File: config.mk
export PLATFORM = sky130hd
export DESIGN_NAME = monotone_run_segmenter_core
export DESIGN_NICKNAME = d
export VERILOG_FILES = /design/src/rtl/mrs_pkg.sv /design/src/rtl/monotone_run_segmenter_core.sv
export SDC_FILE = /design/constraint.sdc
export NUM_CORES = 1
export LEC_CHECK = 0
export CAP_MARGIN = 20
export CORE_MARGIN = 3
export CORE_UTILIZATION = 45
export CTS_CLUSTER_DIAMETER = 50
export DETAILED_ROUTE_END_ITERATION = 6
export DONT_BUFFER_PORTS = 1
export GPL_TIMING_DRIVEN = 0
export SLEW_MARGIN = 10
export SYNTH_ARGS = -nofsm -noshare
export SYNTH_HDL_FRONTEND = slang
export SYNTH_SLANG_ARGS = --single-unit
File: constraint.sdc
create_clock -name clk -period 10.6 [get_ports clk]
set_input_delay 1.06 -clock clk [delete_from_list [all_inputs] [get_ports clk]]
set_output_delay 1.06 -clock clk [all_outputs]
set_load 0.02 [all_outputs]
File: src/rtl/mrs_pkg.sv
// shared types and constants of the monotone run segmenter
// no dependencies; imported by the core and its checker
package mrs_pkg;

    localparam int SAMPLE_BITS_DEF = 16;
    localparam int COUNT_BITS_DEF  = 16;
    localparam int RUN_LENGTH_BITS = 16;

    // result queue geometry
    localparam int QUEUE_DEPTH = 4;
    localparam int QPTR_BITS   = 2;
    localparam int QCNT_BITS   = 3;

    typedef enum logic [1:0] {
        DIR_UP   = 2'd0,
        DIR_DOWN = 2'd1,
        DIR_NONE = 2'd2
    } dir_t;

    typedef struct packed {
        dir_t                       direction;
        logic [RUN_LENGTH_BITS-1:0] run_length;
        logic                       length_saturated;
        logic                       end_of_sequence;
    } result_t;

endpackage

File: src/rtl/monotone_run_segmenter_core.sv
// monotone run segmenter: run tracking state and a small result queue
// depends on mrs_pkg
//
// usage
//   input channel: sample and final_sample with in_valid / in_ready. each accepted
//   request is compared with the previous sample; a sample that breaks the run
//   direction closes the run and produces one result, a sample with final_sample
//   set flushes the open run and produces one result, both together produce two
//   (the closed run first, then the one-sample run with end_of_sequence set).
//   output channel: direction, run_length, length_saturated, end_of_sequence
//   with out_valid / out_ready, driven from a four-entry result queue.
//   results are registered in the queue and offered from its head, behind any results ahead of them.
//   throughput: one sample per cycle while every sample gives at most one result and
//   the receiver takes each result; a sample giving two results adds two queue entries.
//   the rate is set by the single result port draining the queue.
//   in_ready is high while the queue has room for two results, so a stalled
//   receiver only holds back the input once fewer than two entries are free; nothing is lost.
//   reset clears the run state (no run open) and empties the queue.
module monotone_run_segmenter_core #(
    parameter int SAMPLE_BITS = mrs_pkg::SAMPLE_BITS_DEF,
    parameter int COUNT_BITS  = mrs_pkg::COUNT_BITS_DEF
) (
    input  logic                                 clk,
    input  logic                                 rst_n,
    input  logic                                 in_valid,
    output logic                                 in_ready,
    input  logic signed [SAMPLE_BITS-1:0]        sample,
    input  logic                                 final_sample,
    output logic                                 out_valid,
    input  logic                                 out_ready,
    output logic [1:0]                           direction,
    output logic [mrs_pkg::RUN_LENGTH_BITS-1:0]  run_length,
    output logic                                 length_saturated,
    output logic                                 end_of_sequence
);
    import mrs_pkg::*;

    localparam logic [COUNT_BITS-1:0] COUNT_MAX = {COUNT_BITS{1'b1}};

    // run state
    logic signed [SAMPLE_BITS-1:0] prev_reg;
    logic                          open_reg;
    dir_t                          dir_reg;
    logic [COUNT_BITS-1:0]         count_reg;
    logic                          sat_reg;

    logic signed [SAMPLE_BITS-1:0] prev_next;
    logic                          open_next;
    dir_t                          dir_next;
    logic [COUNT_BITS-1:0]         count_next;
    logic                          sat_next;

    // result queue
    result_t              queue_reg [QUEUE_DEPTH];
    logic [QPTR_BITS-1:0] wr_ptr_reg;
    logic [QPTR_BITS-1:0] rd_ptr_reg;
    logic [QCNT_BITS-1:0] fill_reg;
    logic [QPTR_BITS-1:0] wr_ptr_next;
    logic [QPTR_BITS-1:0] rd_ptr_next;
    logic [QCNT_BITS-1:0] fill_next;

    logic                  accept;
    logic                  pop;
    logic                  extend;
    logic                  brk;
    dir_t                  dir_ext;
    logic [COUNT_BITS-1:0] count_ext;
    result_t               res_brk;
    result_t               res_fin;
    result_t               res_first;
    logic [QCNT_BITS-1:0]  n_push;

    assign accept   = in_valid && in_ready;
    assign pop      = out_valid && out_ready;
    assign in_ready = fill_reg <= QCNT_BITS'(QUEUE_DEPTH - 2);

    assign count_ext = (count_reg == COUNT_MAX) ? count_reg : count_reg + 1'b1;

    // run decision for the incoming sample
    always_comb
    begin
        extend  = 1'b0;
        brk     = 1'b0;
        dir_ext = dir_reg;
        if (open_reg)
        begin
            case (dir_reg)
                DIR_UP:
                begin
                    extend = sample >= prev_reg;
                    brk    = !extend;
                end
                DIR_DOWN:
                begin
                    extend = sample <= prev_reg;
                    brk    = !extend;
                end
                default:
                begin
                    extend = 1'b1;
                    if (sample > prev_reg)
                        dir_ext = DIR_UP;
                    else if (sample < prev_reg)
                        dir_ext = DIR_DOWN;
                    else
                        dir_ext = DIR_NONE;
                end
            endcase
        end
    end

    // results and next run state
    always_comb
    begin
        res_brk.direction        = dir_reg;
        res_brk.run_length       = RUN_LENGTH_BITS'(count_reg);
        res_brk.length_saturated = sat_reg;
        res_brk.end_of_sequence  = 1'b0;

        prev_next = prev_reg;
        open_next = open_reg;
        dir_next  = dir_reg;
        count_next = count_reg;
        sat_next  = sat_reg;

        if (accept)
        begin
            prev_next = sample;
            if (extend)
            begin
                dir_next   = dir_ext;
                count_next = count_ext;
                sat_next   = count_ext == COUNT_MAX;
            end
            else
            begin
                // fresh run of one sample
                open_next  = 1'b1;
                dir_next   = DIR_NONE;
                count_next = COUNT_BITS'(1);
                sat_next   = 1'b0;
            end
        end

        res_fin.direction        = dir_next;
        res_fin.run_length       = RUN_LENGTH_BITS'(count_next);
        res_fin.length_saturated = sat_next;
        res_fin.end_of_sequence  = 1'b1;

        if (accept && final_sample)
        begin
            open_next  = 1'b0;
            dir_next   = DIR_NONE;
            count_next = '0;
            sat_next   = 1'b0;
        end

        res_first = brk ? res_brk : res_fin;
        n_push    = accept ? QCNT_BITS'({1'b0, brk} + {1'b0, final_sample}) : '0;
    end

    always_comb
    begin
        wr_ptr_next = wr_ptr_reg + QPTR_BITS'(n_push);
        rd_ptr_next = pop ? rd_ptr_reg + 1'b1 : rd_ptr_reg;
        fill_next   = fill_reg + n_push - QCNT_BITS'(pop);
    end

    always_ff @(posedge clk or negedge rst_n)
    begin
        if (!rst_n)
        begin
            prev_reg   <= '0;
            open_reg   <= 1'b0;
            dir_reg    <= DIR_NONE;
            count_reg  <= '0;
            sat_reg    <= 1'b0;
            wr_ptr_reg <= '0;
            rd_ptr_reg <= '0;
            fill_reg   <= '0;
        end
        else
        begin
            prev_reg   <= prev_next;
            open_reg   <= open_next;
            dir_reg    <= dir_next;
            count_reg  <= count_next;
            sat_reg    <= sat_next;
            wr_ptr_reg <= wr_ptr_next;
            rd_ptr_reg <= rd_ptr_next;
            fill_reg   <= fill_next;
        end
    end

    // queue storage, up to two writes per cycle
    always_ff @(posedge clk)
    begin
        if (n_push != '0)
            queue_reg[wr_ptr_reg] <= res_first;
        if (n_push == QCNT_BITS'(2))
            queue_reg[wr_ptr_reg + 1'b1] <= res_fin;
    end

    assign out_valid        = fill_reg != '0;
    assign direction        = queue_reg[rd_ptr_reg].direction;
    assign run_length       = queue_reg[rd_ptr_reg].run_length;
    assign length_saturated = queue_reg[rd_ptr_reg].length_saturated;
    assign end_of_sequence  = queue_reg[rd_ptr_reg].end_of_sequence;

endmodule

* Word-level counts from Yosys, hierarchy flattened
Memories as Yosys holds them, arrays and structs flattened.
Cells that the tools add are included.
W data, S select, Z words.
** Storage, ports and cells
- Register bits :: 43
- Bits in writable memories :: 80
- Input bits :: 21
- Output and inout port bits :: 22
- Memories :: 1
** Cells by class
- Add/subtract/negate cells :: 7
- $lt $le $gt $ge :: 5
- Equality and inequality tests :: 5
- Multiplexer cells :: 27
- Reduce and logical (&&, ||, !) cells :: 11
** Memory list
- queue_reg :: words 4, width 20, rd ports 1, clocked after Yosys merged registers in 0, wr ports 2, line monotone_run_segmenter_core.sv:54 : result_t queue_reg [QUEUE_DEPTH];
** Operator list (count)
- $mux W16 :: 4
- $eq A16 B16 Y1 const B :: 2
- $mux W20 :: 1
- $add A16 B1 Y16 const B :: 1
- $ge A16 B16 Y1 :: 1
- $gt A16 B16 Y1 :: 1
- $le A16 B16 Y1 :: 1
- $lt A16 B16 Y1 :: 1
- $mux W2 :: 8
- $mux W1 :: 12
- $reduce_bool A3 Y1 :: 2
- $add A2 B1 Y2 const B :: 2
- $pmux W1 S2 :: 2
- $add A3 B2 Y3 :: 1
- $le A3 B2 Y1 const B :: 1
- $logic_and A1 B1 Y1 :: 3
- $sub A3 B1 Y3 :: 1
- $add A1 B1 Y2 :: 1
- $add A2 B2 Y2 :: 1
- $eq A2 B1 Y1 const B :: 1
- $eq A2 B2 Y1 const B :: 1
- $logic_not A1 Y1 :: 2
- $logic_not A2 Y1 :: 1
- $ne A2 B1 Y1 const B :: 1
- 3 further kinds :: 3

* Longest topological paths before layout
Gate-level depths: netlist (run 1).
- Depth in word-level cells :: 9
- Gate-level depth with buffers :: 19
- Mapped depth without buffers :: 17

* Least setup slack after synthesis (run 1)
No wires, ideal clock.
- Kind :: in2reg
- From :: in sample[15]
- To :: mem queue_reg[2][10] (netlist bit) (enable)
- Setup time :: 403 ps
- Arrival time :: 4335 ps
- Data required time :: 10197 ps
- Slack :: 5862 ps
- Cell stages on the path :: 13
- Buffers on the path :: 2
- Cell sequence :: ha_1 buf_6 nand4_4 nor4_4 o21a_2 nor4_4 o21ai_4 inv_4 ha_1 clkbuf_1 nor3b_1 o21ai_0 a21oi_1
** RTL lines
- start, declared :: line monotone_run_segmenter_core.sv:27 : input logic signed [SAMPLE_BITS-1:0] sample,
- end, declared :: line monotone_run_segmenter_core.sv:54

==> results of run 1 <==
[where the power goes]
part	switching (mW)	leakage (nW)	internal [mW]	total [mW]
Combinational	0.638	1.43	0.322	0.960
Sequential	0.0435	1.29	0.616	0.659
Clock	0.204	0.243	0.295	0.499
[cells by family (layout without fill, tap and decap cells)]
| kind of cell | Yosys count | count (layout) | synth area share (%) |
|---|---|---|---|
| AOI/OAI and AO/OA | 197 | 197 | 19.8 |
| adders and majority gates | 23 | 23 | 4.08 |
| and+or+nand+nor | 203 | 203 | 14.2 |
| buffers and inverters | 81 | 117 | 5.59 |
| muxes | 24 | 24 | 6.79 |
| DFF | 123 | 123 | 47.5 |
| xor gates and xnor gates | 17 | 17 | 2.05 |
[worst paths after layout]
path | start | to | slack, ns | cells past startpoint
worst max-delay path | sample[11] | queue_reg[1][14] | 5.54 | 13
worst min-delay path | rst_n | wr_ptr_reg[1] | 0.33 | 0
worst max register to register | prev_reg[11] | queue_reg[1][14] | 5.80 | 14
worst min register to register | queue_reg[3][0] | queue_reg[3][0] | 0.45 | 2
max in group asynchronous | rst_n | dir_reg[1] | 10.08 | 0
min in group clk | queue_reg[3][0] | queue_reg[3][0] | 0.45 | 2
[worst max-delay path, cell delays in order]
cell     delay [ns]
ha_1           0.31
a21oi_1        0.12
o21ai_0        0.15
a221o_1        0.46
nor4_4         0.32
o21ai_4        0.18
inv_4          0.12
ha_1           0.26
nand2_1        0.25
nor3_1         0.97
nor2_1         0.22
inv_1          0.52
buf_8          0.25
[cell usage after synthesis (15+ instances only)]
cell type | n | area, um2
o21ai_0 | 39 | 195
clkbuf_1 | 20 | 75.1
buf_2 | 15 | 75.1
nand3_1 | 20 | 100
ha_1 | 22 | 275
dfrtp_1 | 42 | 1050
o2bb2ai_1 | 26 | 228
mux4_2 | 20 | 450
a22o_1 | 19 | 166
edfxtp_1 | 76 | 2280
a21oi_1 | 36 | 180
inv_1 | 27 | 101
nand2_1 | 62 | 233
nor2_1 | 52 | 195
[final cells by class]
cell class	count	area [um2]
clock inverters	12	57.6
multi-input cells	464	3420
fillers	1389	7370
inverters	29	111
plain buffers	52	294
well taps	211	264
repair buffers	5	83.8
flip-flops and latches	123	3440
clock buffers	19	443
[cells in the final DEF, fill, tap and decap left out, types with 4 or more instances in the layout]
master | synthesis | final
or3_1 | 4 | 4
a22o_1 | 19 | 19
clkinv_1 | 0 | 6
clkinv_2 | 0 | 4
xor2_1 | 5 | 5
dfrtp_1 | 42 | 42
mux4_2 | 20 | 20
nor2b_1 | 4 | 4
dfxtp_1 | 4 | 4
and3_1 | 8 | 8
ha_1 | 22 | 22
inv_1 | 27 | 27
a22oi_1 | 5 | 5
o21ai_1 | 5 | 5
and2_1 | 8 | 8
nor3_1 | 12 | 12
o2bb2ai_1 | 26 | 26
o21ai_0 | 39 | 39
clkbuf_16 | 0 | 17
xnor2_1 | 12 | 12
buf_6 | 9 | 10
nand3_1 | 20 | 20
nand2_1 | 62 | 62
a21o_1 | 6 | 6
edfxtp_1 | 76 | 76
nor2_1 | 52 | 51
o22ai_1 | 7 | 7
clkbuf_1 | 20 | 21
o31ai_1 | 5 | 5
buf_2 | 15 | 15
a21oi_1 | 36 | 35
nand4_1 | 9 | 9
a31oi_1 | 8 | 8
[layer usage]
| metal | track usage (%) | share of wire [%] | up-vias | wire, um |
|---|---|---|---|---|
| li1 | - | - | 2570 | - |
| met2 | 42.7 | 49 | 221 | 10800 |
| met5 | 0 | 0 | - | 0 |
| met3 | 4.68 | 6.0 | 34 | 1340 |
| met1 | 34.2 | 42 | 2810 | 9430 |
| met4 | 11.2 | 2.9 | 0 | 650 |
[per-stage QoR]
stage / area (um2) / hold WS, ns / setup slack, ns
finish: 8110 / 0.326 / 5.54
global route: 8110 / 0.309 / 5.25
CTS: 8060 / 0.314 / 5.19
detailed placement: 7560 / 0.442 / 4.79
global placement: 7510 / 0.441 / 4.61
floorplan: 7250 / 0.420 / 5.86
==> results.md, run 1 <==
- Leakage: 2.96 nW
- # diodes: 0
- Worst Max-Slew Pin Slew: 1.13 ns
- Post-Syn Nets: 712
- PostCTS Resize Cnt: 0
- Final cell count without fillers: 915
- Slew Limit Headroom: between 20% and 30%
- Post-synth ARST share: 35.0%
- Vias in the first global route: roughly 5.8k
- Final hold violation count: 0
- Crit start category: input port
- Syn Area/Cell: about 11 um2
- First-pass GRT wire length: 34600 um
- Post-Syn Area: roughly 0.0072 mm2
- Final wirelength: 22200 um
- RSZ-0062 raised after global routing: false
- Total GRT Usage: 26.1%
- VDD IR max: 0.130 mV
- Total setup buffers inserted after CTS: 0
- DP HPWL: 15600 um
- Setup TNS: 0 ns
- Worst min path class: in -> async
- Cell count after synthesis: 668
- WP data required: roughly 11 ns
- CTS tree: built
- Total power: 2.12 mW
- Final Max Tran Viols: 0
- First-pass iteration count of the detailed router: 6
- Cts hold-fix bufs: 0
- TritonCTS buffer count: 17
- RePlAce Congestion: 0.929
- Worst-path clk slew: 0.05 ns
- Post-synthesis register bit count: 123
- Core region area: 0.0155 mm2
- Final Cycle Share: 47.7%
- Avg WL per Cell: between 20 and 25 um
- Clk sinks: 123
- Setup crit end kind: register
- Number of flip-flops in the largest register: 80
- ANT nets after route: 0
- Initial antenna violation count: 0
- Post-route minimum period: 5.06 ns
- Area Growth Syn to Fin: 12.0%
- Largest net degree at the start of global routing: 44
- DR iter-0 viols: 602
- Power per Cell Area: 261 mW/mm2
- Io pins: between 40 and 50
- Worst skew pair latency: 0.43 ns
- Fmax: 198 MHz
- Post-synthesis cell type count: 88
- EDFF count, synth: 76
- Clock Path Buffers: 2
- CTS Root Cell: clkbuf_16
- Layout cells sized above 1: between 15 and 20%
- Setup Crit Path Kind: in -> reg
- Synth Flop Type: edfxtp_1
- Yosys warns: 0
- GRT Residual Overflow: 0
- Setup Viol. Count Final: 0
- WP data arrival: 5.19 ns
- Dpl cells: 880
- Starting Density: a little under half
- Vias: about 5.6k
- Setup Skew: 0.00749 ns
- Via-to-Cell Ratio: around 6.2
- Worst Path Max Fanout: 11
- Fin util: ~52%
- Die Y: 133 um
- Sequential share of the synthesized area: between 40 and 50%
- Maxcap violations: 0
- Nets: 736
- Die area: about 0.018 mm2
- Die Span X: 133 um
- H-tree levels: 4
- Run status: complete, no violations
- DRC viols: 0
- PortBufs: 0
- Rows: 45
Power figures use the tool's default switching activity.
==> run 2, diff against run 1 <==
==> constraint.sdc (replaced) <==
create_clock -name clk -period 5.22 [get_ports clk]
set_input_delay 0.522 -clock clk [delete_from_list [all_inputs] [get_ports clk]]
set_output_delay 0.522 -clock clk [all_outputs]
set_load 0.02 [all_outputs]
==> run 2 against run 1 <==
Effect of this change:
- combinational power increased by 110%
- clock-buffer cell count stayed put
- first-iteration DRC count is 9.5% lower
- power rose by 100%
- sequential share of layout area decreased by 0.20 points
- hold slack got worse by 0.14 ns
- cell count increased by 0.22%
- critical path depth up 1
- clock skew about the same
- wire length grew 0.34%
- via count rose by 0.75%
- die area unchanged
==> results.md, run 2 (synthesized netlist as in run 1, its figures left out) <==
- Die Span X: 133 um (unchanged)
- Total GRT Usage: 26.1% (+0.049 points)
- Post-DP Area: 0.00756 mm2 (unchanged)
- Core region area: 0.0155 mm2 (unchanged)
- Final wirelength: 22300 um (+0.34%)
- Fillers: 1382 (-0.50%)
- Most frequent cells in the layout: edfxtp_1 (76), nand2_1 (62), nor2_1 (51)
- Setup Viol. Count Final: 0 (unchanged)
- Avg WL per Cell: 24.3 um (+0.12%)
- Crit start category: register
- Initial antenna violation count: 0 (unchanged)
- Worst-path clk slew: 0.05 ns (about the same)
- RePlAce Congestion: 0.929 (unchanged)
- Die Y: 133 um (unchanged)
- Leakage: 2.97 nW (+0.46%)
- First-pass iteration count of the detailed router: 5 (-1)
- Post-route minimum period: 4.80 ns
- DR iter-0 viols: 545 (-9.5%)
- GRT Residual Overflow: 0 (unchanged)
- Setup crit end kind: register
- Commonest non-fill, non-tap cell in the layout: edfxtp_1
- Vias: 5677 (+0.75%)
- Setup Crit Path Kind: reg -> reg
- Setup Skew: 0.00797 ns (+0.000477 ns)
- Via-to-Cell Ratio: 6.19 (+0.53%)
- RSZ-0062 raised after global routing: false
- H-tree levels: 4 (unchanged)
- First-pass GRT wire length: 34700 um (+0.20%)
- TritonCTS buffer count: 17 (unchanged)
- Clk sinks: 123 (unchanged)
- Starting Density: 46.8% (unchanged)
- Slew Limit Headroom: 25.2% (+1.3 points)
- # diodes: 0 (unchanged)
- WP data required: 5.35 ns (-5.38 ns)
- Clock Path Buffers: 2 (unchanged)
- Rows: 45 (unchanged)
- Power per Cell Area: 530 mW/mm2 (+100%)
- Layout cells sized above 1: 16.3% (+0.096 points)
- CTS tree: built
- Total power: 4.32 mW (+100%)
- Fmax: 208 MHz
- Number of flip-flops in the largest register: 80 (unchanged)
- DRC viols: 0 (unchanged)
- PortBufs: 0 (unchanged)
- Final Max Tran Viols: 0 (unchanged)
- Worst skew pair latency: 0.43 ns (about the same)
- ANT nets after route: 0 (unchanged)
- Worst Path Max Fanout: 11 (unchanged)
- Worst slack at placement: -0.0514 ns (-4.84 ns)
- Fin area: 0.00815 mm2 (+0.46%)
- Area Growth Syn to Fin: 12.5%
- VDD IR max: 0.263 mV (+100%)
- Worst Max-Slew Pin Slew: 1.11 ns (-0.0200 ns)
- Worst min path class: in -> reg
- DP HPWL: 15600 um (unchanged)
- CTS Root Cell: clkbuf_16
- WP data arrival: 4.93 ns (-0.26 ns)
- Largest net degree at the start of global routing: 44 (unchanged)
- Maxcap violations: 0 (unchanged)
- Final hold slack: 0.191 ns (-0.135 ns)
- Io pins: 43 (unchanged)
- Multi-input gate area: 0.00342 mm2 (unchanged)
- Final Cycle Share: 92.0%
- Register Area: 0.00344 mm2 (unchanged)
- Nets: 738 (+0.27%)
- PostCTS Resize Cnt: 0 (unchanged)
- Vias in the first global route: 5814 (+0.19%)
- Run status: complete, no violations
- Die area: 0.0177 mm2 (unchanged)
- Final hold violation count: 0 (unchanged)
- Setup slack after layout: 0.418 ns (-5.12 ns)
-- run 2: cell count changes in the layout (fill, tap and decap cells not counted), sizes merged --
cell,delta
buf,+1
dlygate4sd3,+1
-- run 2: path summary, 6_finish.rpt --
check / from / endpoint / slack, ns / cells after the start
min in group asynchronous: rst_n / wr_ptr_reg[1] / 0.60 / 2
worst min-delay path: final_sample / sat_reg / 0.19 / 1
worst max register to register: prev_reg[11] / queue_reg[1][14] / 0.42 / 14
max in group asynchronous: rst_n / dir_reg[1] / 4.34 / 2
worst min register to register: queue_reg[3][0] / queue_reg[3][0] / 0.45 / 2
worst max-delay path: prev_reg[11] / queue_reg[1][14] / 0.42 / 14
-- run 2: cell type report --
cell class,count,area share (%)
Clock buffer,19,5.43
Tap cell,211,3.24
Sequential cell,123,42.2
Multi-Input combinational cell,464,42.0
Timing Repair Buffer,7,1.49
Buffer,52,3.61
Clock inverter,12,0.706
Inverter,29,1.37
-- run 2: power breakdown --
| part | internal (mW) | leakage, nW | switching [mW] |
|---|---|---|---|
| Clock | 0.599 | 0.243 | 0.417 |
| Sequential | 1.25 | 1.28 | 0.0892 |
| Combinational | 0.656 | 1.45 | 1.31 |
-- run 2: critical path, stage by stage (launching register included) --
cell     delay [ns]
dfrtp_1        0.36
inv_1          0.07
ha_1           0.25
a21oi_1        0.12
o21ai_0        0.15
a221o_1        0.46
nor4_4         0.32
o21ai_4        0.18
inv_4          0.12
ha_1           0.26
nand2_1        0.25
nor3_1         0.95
nor2_1         0.23
inv_1          0.52
buf_8          0.25
-- run 2: repair_timing --
action | 4_1_cts | 5_1_grt
setup buffers | 0 | 0
endpoints found under the hold margin | 43 | 0
hold buffers | 2 | 0
-- run 2: routing by layer --
layer | track usage, % | vias up | wire length (um)
met5 | 0 | - | 0
met4 | 11.2 | 0 | 639
met3 | 4.79 | 35 | 1420
met2 | 42.7 | 239 | 10900
met1 | 34.2 | 2832 | 9370
li1 | - | 2571 | -
-- run 2: through the flow --
stage	std cells	TNS (ns)	utilization (%)
after floorplan	668	0	-
after global placement	879	-4.51	48.5
after detailed placement	880	-0.137	48.8
after CTS	913	0	52.3
after global routing	917	0	52.6
final	917	0	52.6
